File: src/set_assoc_writeback_cache_unit_macros.svh
// Assertion macros shared by the cache unit RTL.
// Included by the files that carry concurrent checks; needs no other file.
`ifndef SET_ASSOC_WRITEBACK_CACHE_UNIT_MACROS_SVH
`define SET_ASSOC_WRITEBACK_CACHE_UNIT_MACROS_SVH

`ifndef SYNTH
// Property that holds in the same cycle, checked outside reset.
`define SAWC_ASSERT(lbl, clk, rst_n, prop) \
    lbl: assert property (@(posedge clk) disable iff (!rst_n) prop) \
        else $error("cache unit check failed");
// Condition in one cycle that implies a consequence in the next cycle.
`define SAWC_ASSERT_NEXT(lbl, clk, rst_n, ante, cons) \
    lbl: assert property (@(posedge clk) disable iff (!rst_n) (ante) |=> (cons)) \
        else $error("cache unit sequencing check failed");
`else
`define SAWC_ASSERT(lbl, clk, rst_n, prop)
`define SAWC_ASSERT_NEXT(lbl, clk, rst_n, ante, cons)
`endif

`endif

File: src/sawc_ram.sv
// Generic single-write, single-read synchronous RAM with registered read data.
// Standalone; instantiated for the set memory and the backing memory.
module sawc_ram #(
    parameter int WIDTH = 8,
    parameter int DEPTH = 16
) (
    input  logic                     i_clk,
    input  logic                     i_we,
    input  logic [$clog2(DEPTH)-1:0] i_waddr,
    input  logic [WIDTH-1:0]         i_wdata,
    input  logic                     i_re,
    input  logic [$clog2(DEPTH)-1:0] i_raddr,
    output logic [WIDTH-1:0]         o_rdata
);

    logic [WIDTH-1:0] r_mem [DEPTH];
    logic [WIDTH-1:0] r_rdata;

    // Write port.
    always_ff @(posedge i_clk) begin
        if (i_we) begin
            r_mem[i_waddr] <= i_wdata;
        end
    end

    // Read port, registered, updated only while the read enable is high.
    always_ff @(posedge i_clk) begin
        if (i_re) begin
            r_rdata <= r_mem[i_raddr];
        end
    end

    assign o_rdata = r_rdata;

endmodule

File: config.mk
export PLATFORM = sky130hd
export DESIGN_NAME = sawc_ram
export DESIGN_NICKNAME = d
export VERILOG_FILES = /design/src/set_assoc_writeback_cache_unit_macros.svh /design/src/sawc_ram.sv
export SDC_FILE = /design/constraint.sdc
export NUM_CORES = 1
export LEC_CHECK = 0
export BUFFER_PORTS_ARGS = -buffer_cell sky130_fd_sc_hd__buf_4
export CORE_ASPECT_RATIO = 0.8
export CORE_UTILIZATION = 63
export CTS_BUF_LIST = sky130_fd_sc_hd__clkbuf_8
export CTS_CLUSTER_DIAMETER = 100
export CTS_CLUSTER_SIZE = 10
export DETAILED_ROUTE_END_ITERATION = 10
export GPL_TIMING_DRIVEN = 0
export MAX_ROUTING_LAYER = met4
export PLACE_DENSITY_LB_ADDON = 0.15
export SLEW_MARGIN = 20
export SYNTH_ARGS = -nofsm -noshare
export SYNTH_HDL_FRONTEND = slang
export SYNTH_SLANG_ARGS = --single-unit
export TNS_END_PERCENT = 30
File: constraint.sdc
create_clock -name i_clk -period 2.17 [get_ports i_clk]
set_input_delay 0.1085 -clock i_clk [delete_from_list [all_inputs] [get_ports i_clk]]
set_output_delay 0.1085 -clock i_clk [all_outputs]
set_load 0.01 [all_outputs]
======== Word-level counts from Yosys, hierarchy flattened ========
Memories as Yosys holds them, arrays and structs flattened. A register that Yosys moved wholly into a read port is not among the register bits.
Index checks and enable logic that the tools add are counted.
word-level totals
  logic and storage cells ................. 3
  bits in registers ....................... 0
  memory bits (writable) .................. 128
  input port bits ......................... 19
  memories ................................ 1
operators by class
  mux-type cells .......................... 2
memory list
  memory  depth  bits a word  rd ports  clocked after memory_dff  write ports  line            source
  r_mem   16     8            1         1                         1            sawc_ram.sv:16  logic [WIDTH-1:0] r_mem [DEPTH];
operators with widths
  kind    number
  $mux 1  2

======== Longest topological paths before layout ========
  word-level depth ........................ 2
  mapped depth ............................ 5
  gate-level depth less buffers ........... 3

======== Least setup slack after synthesis ========
Ideal clock, no wire load.
  kind .................................... input-to-reg
  start ................................... input i_waddr[2]
  end ..................................... memory r_mem[0][0], enable pin
  arrival ................................. 1.218 ns
  setup slack ............................. 0.569 ns
  setup time .............................. 0.383 ns
  stages .................................. 2
  path through ............................ or3b_2 > nor3_1
RTL lines
  element      line            source
  from (decl)  sawc_ram.sv:9   input logic [$clog2(DEPTH)-1:0] i_waddr,
  to (decl)    sawc_ram.sv:16
Straight into the memory's write port.

==> run metrics <==
outcome completed; H-tree depth 4; leakage power 1.99 nW; Power Dens Cells 856 mW/mm2; Hold-fix buffers, CTS 5; clock root cell clkbuf_8; GRT Overall Usage 24.3%; post-cts sizing count 0; post-synth top area share 78.1%; Final Wtd Congestion 0.697; layout cells sized above 1 28.3%; DR DRC count 0; Worst path depth 3; die area 0.00867 mm2; #FFs+latches synth around 140; Reg clk slew, reported paths 0.07 ns; ys async rst share 0%; drt total wl slightly above 9000 um; CTS tree done; CP Class reg2reg; DIE HEIGHT 83.5 um; unrepaired setup endpoints after global routing false; final setup vio count 0; Switching Share 20.3%; clk sinks ~140; EDFF count, synth roughly 140; skew final 0.0150 ns; CP required between 2 and 2.5 ns; DR iter-0 viols 261; routed len/inst roughly 23 um; synthesized area 0.00523 mm2; Core ar. around 0.0080 mm2; worst setup path startpoint r_mem[5][0]; max-cap viol count 0; WHS 0.0248 ns; IO Pins 27; total grt overflow 0; critical-path cell list mux4_1 > a22oi_1 > nand2_1; first-pass GRT wire length around 14,000 um; HP Class in2reg; post-CTS setup buffer count 0; CP endpoint kind flop; Antenna diodes 0; Fill cells roughly 440; slowest stage delay, CP 0.56 ns; syn_area_per_cell 22.8 um2; Synth Flop Type edfxtp_1; Flop pwr share about 58%; CP Launch Type flop; final setup TNS 0 ns; post-synthesis sequential area ratio 78.1%; Final HPWL DP 5700 um; fin nets 297; ANT nets after route 0; initial core utilization between 60 and 70%; initial antenna violation count 0; Clk network pwr share 35.9%; Psw around 1.0 mW; Final Max Tran Viols 0; vias per cell between 6 and 7; area delta synth->final 14.2%; synth top area cells edfxtp_1, mux4_2, mux4_1, a22oi_1, nor2_1; Peak supply drop 0.000587 V; Worst slew margin 44.7%; Worst-Margin Slew 0.827 ns; largest net degree at the start of global routing 17; PortBufs 25; Crit path buffers/inverters 0; Hold Crit Start i_wdata[0]; top cell type by total area after synthesis edfxtp_1; DR pass1 iterations 4; vias in the first global route 2,379; worst hold stages 1; vias after detailed routing 2,454; reg2reg path depth 3; Combinational Power Share 6.0%; Ys Warns 0; Slowest-stage cell, CP mux4_1; CP max FO 1; CTS Buffer Depth 2; Tcrit/Tclk final 70.4%; floorplan row count 29; Top delay family on crit path multiplexers; Final Hold Viols 0; reg2reg start r_mem[5][0]; clk_lat worst skew about 0.43 ns; Syn Inst Count 229; fmax 655 MHz; Synth top cells by count edfxtp_1, mux4_2, a22oi_1, mux4_1, nor2_1; Tmin final 1.53 ns; top-count cell post-synth edfxtp_1; Num CTS Buffers 17; Worst EP arrival 1.69 ns; syn_nets 248; Power Internal 4.07 mW; die width a little over 100 um; Netlist cell types 18
## per-layer routing
metal	vias up	global-route usage, %	share of wire [%]
li1	1079	-	-
met1	1255	36.9	42
met2	116	33.6	47
met3	4	6.79	10
met4	0	5.84	0.35
met5	-	-	0
## placed cells by master (no fill, tap or decap), types with 4 or more instances in the layout
cell type and instances:
a22oi_1 16, buf_4 26, clkbuf_8 17, clkinv_1 5, dlygate4sd3_1 5, edfxtp_1 136
mux4_1 14, mux4_2 18, nand2_1 9, nor2_1 13, nor3_2 4
## registers in the layout, indices dropped and copies added (netlist names)
register and cells:
r_mem 128, o_rdata 8
## final timing paths
check / endpoint / slack [ns]
setup / recovery: o_rdata[0] / 0.64
hold / removal: r_mem[13][0] / 0.02
setup reg to reg: o_rdata[0] / 0.64
hold reg to reg: o_rdata[3] / 0.78
## cell type report
cell class	instances	area, um2	share of cell area [%]
flip-flops and latches	136	4080	68.4
multi-input cells	83	1080	18.0
repair buffers	30	238	3.98
clock buffers	17	234	3.92
well taps	108	135	2.26
clock inverters	14	118	1.97
plain buffers	10	86.3	1.45
## power groups by stage
stage / registers [mW] / clock network [mW] / logic [mW]
floorplan: 3.03 / 0 / 0.149
global placement: 3.02 / 0 / 0.288
detailed placement: 3.03 / 0 / 0.297
CTS: 2.97 / 1.85 / 0.305
global route: 2.97 / 1.97 / 0.325
finish: 2.97 / 1.83 / 0.305
## through the flow
stage | std cells | utilization [%] | setup slack, ns | total power, mW | cell area [um2]
after global routing | 398 | 74.8 | 0.565 | 5.27 | 5970
after detailed placement | 362 | 69.8 | 0.352 | 3.32 | 5570
after global placement | 362 | 69.5 | 0.0536 | 3.31 | 5550
final | 398 | 74.8 | 0.643 | 5.11 | 5970
after CTS | 398 | 74.8 | 0.653 | 5.13 | 5970
after floorplan | 229 | - | 0.569 | 3.18 | 5230
## cell families after synthesis
family / after synthesis / synth area share (%)
flip-flops: 136 / 78.1
AND/OR/NAND/NOR: 35 / 3.14
multiplexers: 32 / 14.8
AO/OA/AOI/OAI: 16 / 2.30
buffers and inverters: 10 / 1.65
Power figures use the tool's default switching activity.
